--- src/rtl/core/bktp_pkg.sv ---
// ----------------------------------------------------------------------------
// bktp_pkg
// Shared types and constants for the block key text parser.
// ----------------------------------------------------------------------------
`default_nettype none

package bktp_pkg;

    // Verdict codes, in priority order after OK
    localparam logic [2:0] STATUS_OK       = 3'd0;
    localparam logic [2:0] STATUS_HASH_LEN = 3'd1;
    localparam logic [2:0] STATUS_COLONS   = 3'd2;
    localparam logic [2:0] STATUS_NUMBER   = 3'd3;
    localparam logic [2:0] STATUS_CANON    = 3'd4;

    // Field being parsed
    localparam logic [1:0] FIELD_HASH   = 2'd0;
    localparam logic [1:0] FIELD_LENGTH = 2'd1;
    localparam logic [1:0] FIELD_MODEL  = 2'd2;
    localparam logic [1:0] FIELD_EXTRA  = 2'd3;

    localparam logic [4:0] HASH_DIGITS   = 5'd16;
    localparam logic [4:0] HASH_CNT_SAT  = 5'd17;
    localparam logic [1:0] DEC_CNT_SAT   = 2'd2;

    localparam logic [7:0] CHAR_COLON = 8'h3a;
    localparam logic [7:0] CHAR_ZERO  = 8'h30;
    localparam logic [7:0] CHAR_NINE  = 8'h39;
    localparam logic [7:0] CHAR_LC_A  = 8'h61;
    localparam logic [7:0] CHAR_LC_F  = 8'h66;
    localparam logic [7:0] CHAR_UC_A  = 8'h41;
    localparam logic [7:0] CHAR_UC_F  = 8'h46;

    typedef struct packed {
        logic       is_colon;
        logic       is_dec;
        logic       is_hex_lower;
        logic       is_hex_upper;
        logic [3:0] digit;
    } t_char_class;

    typedef struct packed {
        logic [2:0]  status;
        logic [63:0] hash_value;
        logic [31:0] length_value;
        logic [31:0] fingerprint_value;
    } t_verdict;

endpackage

`default_nettype wire

--- src/rtl/core/bktp_char_decode.sv ---
// ----------------------------------------------------------------------------
// bktp_char_decode
// Classifies one key string byte and gives its hex/decimal digit value.
// ----------------------------------------------------------------------------
`default_nettype none

module bktp_char_decode (
    input  wire logic [7:0]           i_character,
    output bktp_pkg::t_char_class     o_class
);
    import bktp_pkg::*;

    always_comb begin
        o_class.is_colon     = (i_character == CHAR_COLON);
        o_class.is_dec       = (i_character >= CHAR_ZERO) && (i_character <= CHAR_NINE);
        o_class.is_hex_lower = (i_character >= CHAR_LC_A) && (i_character <= CHAR_LC_F);
        o_class.is_hex_upper = (i_character >= CHAR_UC_A) && (i_character <= CHAR_UC_F);
        // 'a'/'A' have low nibble 1, so letters map to nibble + 9
        if (o_class.is_dec) begin
            o_class.digit = i_character[3:0];
        end else if (o_class.is_hex_lower || o_class.is_hex_upper) begin
            o_class.digit = i_character[3:0] + 4'd9;
        end else begin
            o_class.digit = 4'd0;
        end
    end

endmodule

`default_nettype wire

--- src/rtl/core/bktp_parse_state.sv ---
// ----------------------------------------------------------------------------
// bktp_parse_state
// Per-string parse state, its one-byte update, and the verdict for the
// final byte. State clears after the final byte of each string.
// ----------------------------------------------------------------------------
`default_nettype none

module bktp_parse_state (
    input  wire logic                  i_clk,
    input  wire logic                  i_rst_n,
    input  wire logic                  i_step,
    input  wire logic                  i_last,
    input  wire bktp_pkg::t_char_class i_class,
    output bktp_pkg::t_verdict         o_verdict
);
    import bktp_pkg::*;

    logic [1:0]  r_field,   n_field;
    logic [4:0]  r_hcnt,    n_hcnt;
    logic [63:0] r_hash,    n_hash;
    logic [31:0] r_len,     n_len;
    logic [31:0] r_fp,      n_fp;
    logic [1:0]  r_dcnt,    n_dcnt;
    logic        r_lz,      n_lz;
    logic        r_err_hl,  n_err_hl;
    logic        r_err_num, n_err_num;
    logic        r_err_can, n_err_can;

    logic [31:0] dec_acc;
    logic [35:0] dec_next;
    logic        fin_num;
    logic        fin_can;

    assign dec_acc  = (r_field == FIELD_LENGTH) ? r_len : r_fp;
    // acc * 10 + digit
    assign dec_next = {1'b0, dec_acc, 3'b000} + {3'b000, dec_acc, 1'b0}
                    + {32'd0, i_class.digit};

    always_comb begin
        n_field   = r_field;
        n_hcnt    = r_hcnt;
        n_hash    = r_hash;
        n_len     = r_len;
        n_fp      = r_fp;
        n_dcnt    = r_dcnt;
        n_lz      = r_lz;
        n_err_hl  = r_err_hl;
        n_err_num = r_err_num;
        n_err_can = r_err_can;

        if (i_class.is_colon) begin
            case (r_field)
                FIELD_HASH: begin
                    if (r_hcnt != HASH_DIGITS) begin
                        n_err_hl = 1'b1;
                    end
                    n_field = FIELD_LENGTH;
                end
                FIELD_LENGTH: begin
                    if (r_dcnt == 2'd0) begin
                        n_err_num = 1'b1;
                    end else if (r_dcnt == DEC_CNT_SAT && r_lz) begin
                        n_err_can = 1'b1;
                    end
                    n_dcnt  = 2'd0;
                    n_lz    = 1'b0;
                    n_field = FIELD_MODEL;
                end
                default: begin
                    n_field = FIELD_EXTRA;
                end
            endcase
        end else begin
            case (r_field)
                FIELD_HASH: begin
                    if (r_hcnt < HASH_CNT_SAT) begin
                        n_hcnt = r_hcnt + 5'd1;
                    end
                    if (n_hcnt <= HASH_DIGITS) begin
                        if (i_class.is_hex_upper) begin
                            n_err_can = 1'b1;
                        end else if (!i_class.is_dec && !i_class.is_hex_lower) begin
                            n_err_num = 1'b1;
                        end
                        n_hash = {r_hash[59:0], i_class.digit};
                    end
                end
                FIELD_LENGTH, FIELD_MODEL: begin
                    if (!i_class.is_dec) begin
                        n_err_num = 1'b1;
                    end else begin
                        if (r_dcnt == 2'd0 && i_class.digit == 4'd0) begin
                            n_lz = 1'b1;
                        end
                        if (r_dcnt < DEC_CNT_SAT) begin
                            n_dcnt = r_dcnt + 2'd1;
                        end
                        if (dec_next[35:32] != 4'd0) begin
                            n_err_num = 1'b1;
                        end else if (r_field == FIELD_LENGTH) begin
                            n_len = dec_next[31:0];
                        end else begin
                            n_fp = dec_next[31:0];
                        end
                    end
                end
                default: begin
                    // bytes past a third colon are ignored
                end
            endcase
        end
    end

    // Verdict on the updated state; the model field is closed here
    assign fin_num = n_err_num || (n_dcnt == 2'd0);
    assign fin_can = n_err_can || (n_dcnt == DEC_CNT_SAT && n_lz);

    always_comb begin
        if (n_field == FIELD_HASH || n_err_hl) begin
            o_verdict.status = STATUS_HASH_LEN;
        end else if (n_field != FIELD_MODEL) begin
            o_verdict.status = STATUS_COLONS;
        end else if (fin_num) begin
            o_verdict.status = STATUS_NUMBER;
        end else if (fin_can) begin
            o_verdict.status = STATUS_CANON;
        end else begin
            o_verdict.status = STATUS_OK;
        end
        if (o_verdict.status == STATUS_OK) begin
            o_verdict.hash_value        = n_hash;
            o_verdict.length_value      = n_len;
            o_verdict.fingerprint_value = n_fp;
        end else begin
            o_verdict.hash_value        = 64'd0;
            o_verdict.length_value      = 32'd0;
            o_verdict.fingerprint_value = 32'd0;
        end
    end

    always_ff @(posedge i_clk) begin
        if (!i_rst_n || (i_step && i_last)) begin
            r_field   <= FIELD_HASH;
            r_hcnt    <= 5'd0;
            r_hash    <= 64'd0;
            r_len     <= 32'd0;
            r_fp      <= 32'd0;
            r_dcnt    <= 2'd0;
            r_lz      <= 1'b0;
            r_err_hl  <= 1'b0;
            r_err_num <= 1'b0;
            r_err_can <= 1'b0;
        end else if (i_step) begin
            r_field   <= n_field;
            r_hcnt    <= n_hcnt;
            r_hash    <= n_hash;
            r_len     <= n_len;
            r_fp      <= n_fp;
            r_dcnt    <= n_dcnt;
            r_lz      <= n_lz;
            r_err_hl  <= n_err_hl;
            r_err_num <= n_err_num;
            r_err_can <= n_err_can;
        end
    end

endmodule

`default_nettype wire

--- src/rtl/core/block_key_text_parser_core.sv ---
// ----------------------------------------------------------------------------
// block_key_text_parser_core
// Parses a hash:length:model key string one byte per transaction and returns
// one verdict transaction for the byte marked last.
// ----------------------------------------------------------------------------
//  channel | dir | handshake          | payload
//  input   | in  | i_valid / o_ready  | i_character, i_is_last
//  result  | out | o_valid / i_ready  | o_status, o_hash_value,
//          |     |                    | o_length_value, o_fingerprint_value
//
// One byte per cycle unless a last byte is stalled: a byte sits in the input
// register while the parse state updates, then the next one follows.
// The verdict is registered in the result register as the last byte leaves
// the input register. A last byte waits in the input register only while an
// unread verdict blocks the result register; other bytes never wait.
// Reset is synchronous, active low, and clears the valid flags and the parse
// state; the input byte and the result payload registers are not reset.
// ----------------------------------------------------------------------------
`default_nettype none

module block_key_text_parser_core (
    input  wire logic        i_clk,
    input  wire logic        i_rst_n,
    input  wire logic        i_valid,
    output logic             o_ready,
    input  wire logic [7:0]  i_character,
    input  wire logic        i_is_last,
    output logic             o_valid,
    input  wire logic        i_ready,
    output logic [2:0]       o_status,
    output logic [63:0]      o_hash_value,
    output logic [31:0]      o_length_value,
    output logic [31:0]      o_fingerprint_value
);
    import bktp_pkg::*;

    logic        r_in_valid;
    logic [7:0]  r_char;
    logic        r_last;
    logic        r_out_valid;
    t_verdict    r_verdict;

    t_char_class char_class;
    t_verdict    verdict;
    logic        out_free;
    logic        advance;

    assign out_free = !r_out_valid || i_ready;
    assign advance  = r_in_valid && (!r_last || out_free);
    assign o_ready  = !r_in_valid || advance;

    always_ff @(posedge i_clk) begin
        if (!i_rst_n) begin
            r_in_valid <= 1'b0;
        end else if (o_ready) begin
            r_in_valid <= i_valid;
        end
    end

    always_ff @(posedge i_clk) begin
        if (o_ready && i_valid) begin
            r_char <= i_character;
            r_last <= i_is_last;
        end
    end

    bktp_char_decode u_decode (
        .i_character (r_char),
        .o_class     (char_class)
    );

    bktp_parse_state u_state (
        .i_clk     (i_clk),
        .i_rst_n   (i_rst_n),
        .i_step    (advance),
        .i_last    (r_last),
        .i_class   (char_class),
        .o_verdict (verdict)
    );

    always_ff @(posedge i_clk) begin
        if (!i_rst_n) begin
            r_out_valid <= 1'b0;
        end else if (advance && r_last) begin
            r_out_valid <= 1'b1;
        end else if (i_ready) begin
            r_out_valid <= 1'b0;
        end
    end

    always_ff @(posedge i_clk) begin
        if (advance && r_last) begin
            r_verdict <= verdict;
        end
    end

    assign o_valid             = r_out_valid;
    assign o_status            = r_verdict.status;
    assign o_hash_value        = r_verdict.hash_value;
    assign o_length_value      = r_verdict.length_value;
    assign o_fingerprint_value = r_verdict.fingerprint_value;

endmodule

`default_nettype wire
--- config.mk ---
export PLATFORM = sky130hd
export DESIGN_NAME = block_key_text_parser_core
export DESIGN_NICKNAME = d
export VERILOG_FILES = /design/src/rtl/core/bktp_pkg.sv /design/src/rtl/core/bktp_char_decode.sv /design/src/rtl/core/bktp_parse_state.sv /design/src/rtl/core/block_key_text_parser_core.sv
export SDC_FILE = /design/constraint.sdc
export NUM_CORES = 1
export LEC_CHECK = 0
export BUFFER_PORTS_ARGS = -buffer_cell sky130_fd_sc_hd__buf_2
export CAP_MARGIN = 20
export CORE_MARGIN = 8
export CORE_UTILIZATION = 30
export CTS_BUF_LIST = sky130_fd_sc_hd__clkbuf_2 sky130_fd_sc_hd__clkbuf_4 sky130_fd_sc_hd__clkbuf_8
export CTS_CLUSTER_DIAMETER = 30
export DETAILED_ROUTE_END_ITERATION = 10
export SLEW_MARGIN = 5
export SYNTH_ARGS = -nofsm -noshare
export SYNTH_HDL_FRONTEND = slang
export SYNTH_SLANG_ARGS = --single-unit
--- constraint.sdc ---
create_clock -name i_clk -period 7.7 [get_ports i_clk]
set_clock_uncertainty 0.2 [all_clocks]
set_input_delay 1.155 -clock i_clk [delete_from_list [all_inputs] [get_ports i_clk]]
set_output_delay 1.155 -clock i_clk [all_outputs]
set_load 0.05 [all_outputs]
### Word-level counts from Yosys, hierarchy flattened

Cells that the tools add are included.

* register bits: 283
* bits of input ports: 13

* add/sub/neg operators: 5
* magnitude comparators: 9
* equal/unequal tests: 7
* muxes and demuxes: 56
* bitwise logic cells: 1
* reduce and logical (&&, ||, !) cells: 34

Operator list (count)
* 2-to-1 mux 32 bit: 11
* 2-to-1 mux 64 bit: 3
* adder 35 x 33 -> 36 bit: 1
* adder 36 x 4 -> 36 bit: 1
* 2-to-1 mux 1 bit: 25
* greater-or-equal comparator 8 x 7 -> 1 bit (second input constant): 2
* less-or-equal comparator 8 x 7 -> 1 bit (second input constant): 2
* 2-to-1 mux 5 bit: 3
* 2-to-1 mux 2 bit: 6
* 2-to-1 mux 3 bit: 4
* logical AND 1 bit: 10
* == test 8 x 6 -> 1 bit (second input constant): 1
* greater-or-equal comparator 8 x 6 -> 1 bit (second input constant): 1
* less-or-equal comparator 8 x 6 -> 1 bit (second input constant): 1
* logical NOT 2 bit: 4
* logical OR 1 bit: 8
* 2-to-1 mux 4 bit: 2
* == test 2 bit (second input constant): 3
* logical NOT 1 bit: 6
* adder 5 x 1 -> 5 bit (second input constant): 1
* less-or-equal comparator 5 bit (second input constant): 1
* < comparator 5 bit (second input constant): 1
* inequality test 5 bit (second input constant): 1
* adder 4 bit (second input constant): 1
* 13 further kinds: 13

### Logic depth before layout (Yosys ltp)

* depth after elaboration: 18
* mapped depth: 25

### Modules after synthesis

From an unflattened synthesis, not the netlist that was laid out.

* cell total of the unflattened synthesis: 1511
* area total of the unflattened synthesis: 14710.4 um2

Modules (own cells, without submodules)
* bktp_parse_state: times used 1, cells an instance 1328, area each 10156.0 um2
* block_key_text_parser_core: times used 1, cells an instance 152, area each 4321.6 um2
* bktp_char_decode: times used 1, cells an instance 31, area each 232.7 um2

### Worst setup path before layout

No wires, ideal clock.

* path kind: register -> register
* start point: register r_char[0]
* end point: register r_verdict (netlist bit o_fingerprint_value[10]), data pin
* arrival: 4943 ps
* required time: 7234 ps
* slack: 2291 ps
* cell stages (with the launch flop): 24
* path buffers: 2
* period minus slack after synthesis: 5409 ps
* cell sequence: edfxtp_1 > inv_1 > ha_1 > nand2b_1 > o21ai_0 > a211oi_1 > inv_1 > a31oi_1 > o22ai_1 > inv_1 > fa_1 > inv_1 > fa_1 > nand2b_1 > a21oi_2 > o21ai_2 > o211ai_2 > nand4_1 > a21bo_2 > buf_4 > a2111oi_4 > buf_6 > mux2i_1 > nor2_1

* word-level cells in the longest chain between the ends: 18

Ends and longest elaborated chain
* start: declaration: RTL line block_key_text_parser_core.sv:38 `logic [7:0] r_char;`
* start signal: assignment: RTL line block_key_text_parser_core.sv:62 `r_char <= i_character;`
* parallel branches: the longest is 18 deep, another holds adder 36 x 4 -> 36 bit
* end signal: assignment: RTL line block_key_text_parser_core.sv:93 `r_verdict <= verdict;`
* end: declaration: RTL line block_key_text_parser_core.sv:41 `t_verdict r_verdict;`

Parallel ways; which one is timed is not known.
A chain may end at the register's enable or synchronous reset.

### Worst setup path in the final report

* start point: register r_char[3]
* end point: register r_verdict (netlist bit o_hash_value[1]), data pin

The elaborated chain is that of the path after synthesis.

==> impl_summary.log <==
INFO  metric post-route-period-util = 0.859
INFO  metric core_area = 47600 sq um
INFO  metric pwr_density_cell = 219 nW/um^2
INFO  metric synth_seq_cells = 283
INFO  metric route.final.wire_length = between 30 and 40 mm
INFO  metric worstSetupPathType = flip-flop to flip-flop
INFO  metric area_delta_synth_final = 20.5%
INFO  metric syn-instance-count = 1542
INFO  metric pwr-share-clk = 0.552
INFO  metric worstRegToRegCells = 20
INFO  metric x_dimension_of_the_die = 236 um
INFO  metric synth_most_common_cell = sky130_fd_sc_hd__nand2_1
INFO  metric regToRegSetupSlack = ~1.1 ns
INFO  metric antenna_found_initial = 0
INFO  metric worst_hold_path_type = flip-flop to flip-flop
INFO  metric cp_data_arrival_time = slightly below 7 ns
INFO  metric die-height = 236 um
INFO  metric global_route_total_usage_across_every_layer = 0.135
INFO  metric first_iter_violations = about 690
INFO  metric ioPinCount = approximately 150
INFO  metric power.switching_fraction = 0.229
INFO  metric max-clock-path-buffers = 3
INFO  metric hold_path.startpoint = u_state.r_hash[60]
INFO  metric cts_tree = done
INFO  metric mappedNetlistArea = 14500 sq um
INFO  metric synth_common_cells = sky130_fd_sc_hd__nand2_1, sky130_fd_sc_hd__a21oi_1, sky130_fd_sc_hd__dfxtp_1, sky130_fd_sc_hd__edfxtp_1, sky130_fd_sc_hd__nor2_1
INFO  metric average_cell_area_after_synthesis = 9.38 sq um
INFO  metric worst_skew_pair.late_latency = 0.64 ns
INFO  metric hold_path_depth = 2
INFO  metric post_cts.resized_instances = 0
INFO  metric drt-pass1-iter-count = 6
INFO  metric antenna_left = 0
INFO  metric crit_path_max_incr_delay = 0.80 ns
INFO  metric synthesis.nets = 1632
INFO  metric max_clock_freq = 151 MHz
INFO  metric drive_gt1_frac = 0.202
INFO  metric post-route-cell-area = 17400 sq um
INFO  metric grt_pass1_wl = 61.6 mm
INFO  metric post_synth_num_cell_types = 77
INFO  metric clockRootBuffer = sky130_fd_sc_hd__clkbuf_8
INFO  metric setup_tns = 0 ns
INFO  metric synth_sequential_area_ratio = 0.488
INFO  metric max_slew.worst_pin.slew = 1.08 ns
INFO  metric post_drt_wl_per_cell = about 16 um
INFO  metric globalplace.congestion = 0.864
INFO  metric drv_slew = 0
INFO  metric status = complete, no violations
INFO  metric p_int = 2.94 mW
INFO  metric cts_inserted_buffers = 68
INFO  metric power.ir.vdd_worst = 0.108 mV
INFO  metric max_cap_violations = 0
INFO  metric worst_path_most_repeated_cell = sky130_fd_sc_hd__a211oi_1
INFO  metric initial_core_util = 0.304
INFO  metric synth_top_cells_by_area = sky130_fd_sc_hd__edfxtp_1, sky130_fd_sc_hd__dfxtp_1, sky130_fd_sc_hd__nand2_1
INFO  metric post_dp_hpwl = approximately 26 mm
INFO  metric rsz_0062_raised_after_global_routing = false
INFO  metric power.combinational.fraction = 0.029
INFO  metric power.share.sequential = 0.419
INFO  metric critical_path_required = 7.85 ns
INFO  metric leakage = 6.56 nW
INFO  metric detail_route.drc_violations = 0
INFO  metric clock_sink_count = between 200 and 300
INFO  metric timing.critical_path.to = o_hash_value[1]
INFO  metric number_of_global_route_vias_before_repair = about 12000
INFO  metric finalSetupViolations = 0
INFO  metric netSwitchingPower = 0.876 mW
INFO  metric ctsHoldBuffers = 0
INFO  metric yosysTopAreaCell = sky130_fd_sc_hd__edfxtp_1
INFO  metric via_per_inst = 4.97
INFO  metric cts_clock_pin_slew_for_the_worst_setup_and_hold_paths = 0.06 ns
INFO  metric rows = 80
INFO  metric synth_warnings = 0
INFO  metric grt_overflow_total = 0
INFO  metric synthArstFlopShare = 0
INFO  metric reg2reg_to = o_hash_value[1]
INFO  metric worstPathMaxFanout = 47
INFO  metric placed_area = 15800 sq um
INFO  metric critical_path.reg2reg.startpoint = r_char[3]
INFO  metric category_of_the_worst_setup_path_capture_point = flip-flop
INFO  metric port_buffers = 145
INFO  metric crit_chain = nor4b_1, o21ai_0, a211oi_1, inv_1, a31oi_1, o22ai_1, inv_1, fa_1, ha_1, a21o_1, a41o_1, o211ai_1, a21oi_1, o31a_1, o22ai_4, a211oi_1, o21ai_4, buf_12, buf_12, a211oi_1
INFO  metric timing.critical_path.from_type = flip-flop
INFO  metric setup.worst_path.start = r_char[3]
INFO  metric antenna-diode-count = 0
INFO  metric relative_slew_slack = 0.277
INFO  metric post-cts-setup-buffers = 0
INFO  metric post-route-min-period = 6.62 ns
INFO  metric detailroute.via_count = 11700
INFO  metric dieArea = about 56000 sq um
INFO  metric fin_nets = 1771
INFO  metric synth_enable_flop_cells = 140
INFO  metric hold_viol_final = 0
INFO  metric htree_num_levels = 3
INFO  metric synth_ff_type = sky130_fd_sc_hd__dfxtp_1
INFO  metric grt_start_max_net_pins = 113
INFO  metric timing.critical_path.slowest_stage_cell = sky130_fd_sc_hd__o21ai_4
INFO  metric post-synth-top-area-fraction = 0.291
## layer usage
| metal | track usage | wire, um |
|---|---|---|
| met2 | 0.237 | 19100 |
| met1 | 0.158 | 16500 |
| met4 | 0.0475 | 915 |
| met5 | 0 | 0 |
| met3 | 0.0353 | 1860 |
## power groups by stage
stage          registers [mW]  logic [mW]  clock network [mW]
3_3_place_gp             1.63       0.111                   0
5_1_grt                  1.60       0.120                2.25
6_report                 1.60       0.111                2.11
2_1_floorplan            1.66      0.0525                   0
3_5_place_dp             1.63       0.113                   0
4_1_cts                  1.60       0.113                2.17
## cell usage in the layout (no fill, tap or decap), drive strengths merged, types with 11 or more instances in the layout
cell type / synthesis / final
a211oi: 22 / 22
a21oi: 179 / 179
buf: 28 / 166
mux2i: 63 / 63
nor3: 15 / 15
a21o: 14 / 14
nor2: 106 / 106
xnor2: 14 / 14
xor2: 14 / 14
bufinv: 0 / 11
nand2: 341 / 341
edfxtp: 140 / 140
o21ai: 78 / 78
clkbuf: 69 / 85
nand3: 72 / 72
mux2: 32 / 32
clkinv: 0 / 16
ha: 75 / 75
dfxtp: 143 / 143
inv: 27 / 34
## through the flow
stage	hold slack (ns)	utilization	std cells	power, mW	worst slack [ns]
2_1_floorplan	0.237	-	1542	1.71	2.29
3_3_place_gp	0.243	0.331	2225	1.74	1.43
3_5_place_dp	0.251	0.331	2225	1.74	1.19
4_1_cts	0.259	0.365	2351	3.88	1.19
5_1_grt	0.287	0.366	2352	3.97	0.603
6_report	0.255	0.366	2352	3.82	1.08
## sequential cells by signal, summed over array words and instances (netlist names)
| name | cells |
|---|---|
| o_hash_value | 64 |
| u_state.r_hash | 64 |
| o_fingerprint_value | 32 |
| o_length_value | 32 |
| u_state.r_fp | 32 |
| u_state.r_len | 32 |
| r_char | 8 |
| u_state.r_hcnt | 5 |
| o_status | 3 |
| u_state.r_dcnt | 2 |
| u_state.r_field | 2 |
| o_valid | 1 |
| r_in_valid | 1 |
| r_last | 1 |
| u_state.r_err_can | 1 |
| u_state.r_err_hl | 1 |
| u_state.r_err_num | 1 |
| u_state.r_lz | 1 |
## final cells by class
class                           instances  area (sq um)
Sequential cell                       283          7070
Fill cell                            4843         30200
Multi-Input combinational cell       1135          6890
Clock inverter                         41           549
Clock buffer                           85          1090
Timing Repair Buffer                  166           953
Tap cell                              615           769
Inverter                               27           106
## critical path: cells and delay by family (launching register included)
kind | cells | cell delay (ns)
buffers and inverters | 4 | 0.83
AOI/OAI and AO/OA | 13 | 3.79
DFF | 1 | 0.45
adders and majority gates | 2 | 0.72
and+or+nand+nor | 1 | 0.33
## worst min-delay path by stage
stage / to / slack, ns
2_1_floorplan: u_state.r_hash[60] / 0.24
3_3_place_gp: u_state.r_hash[60] / 0.24
3_5_place_dp: u_state.r_hash[60] / 0.25
4_1_cts: u_state.r_hash[60] / 0.26
5_1_grt: u_state.r_len[1] / 0.29
6_report: u_state.r_hash[60] / 0.26
## cells by family (layout without fill, tap and decap cells)
group / count (synthesis) / after routing / synth area share
compound gates: 348 / 348 / 0.147
xor+xnor: 28 / 28 / 0.0169
fa+ha+maj: 77 / 77 / 0.0676
buf+inv: 124 / 319 / 0.0374
flops: 283 / 283 / 0.488
mux: 95 / 95 / 0.0685
simple gates: 587 / 587 / 0.174
Power figures use the tool's default switching activity.
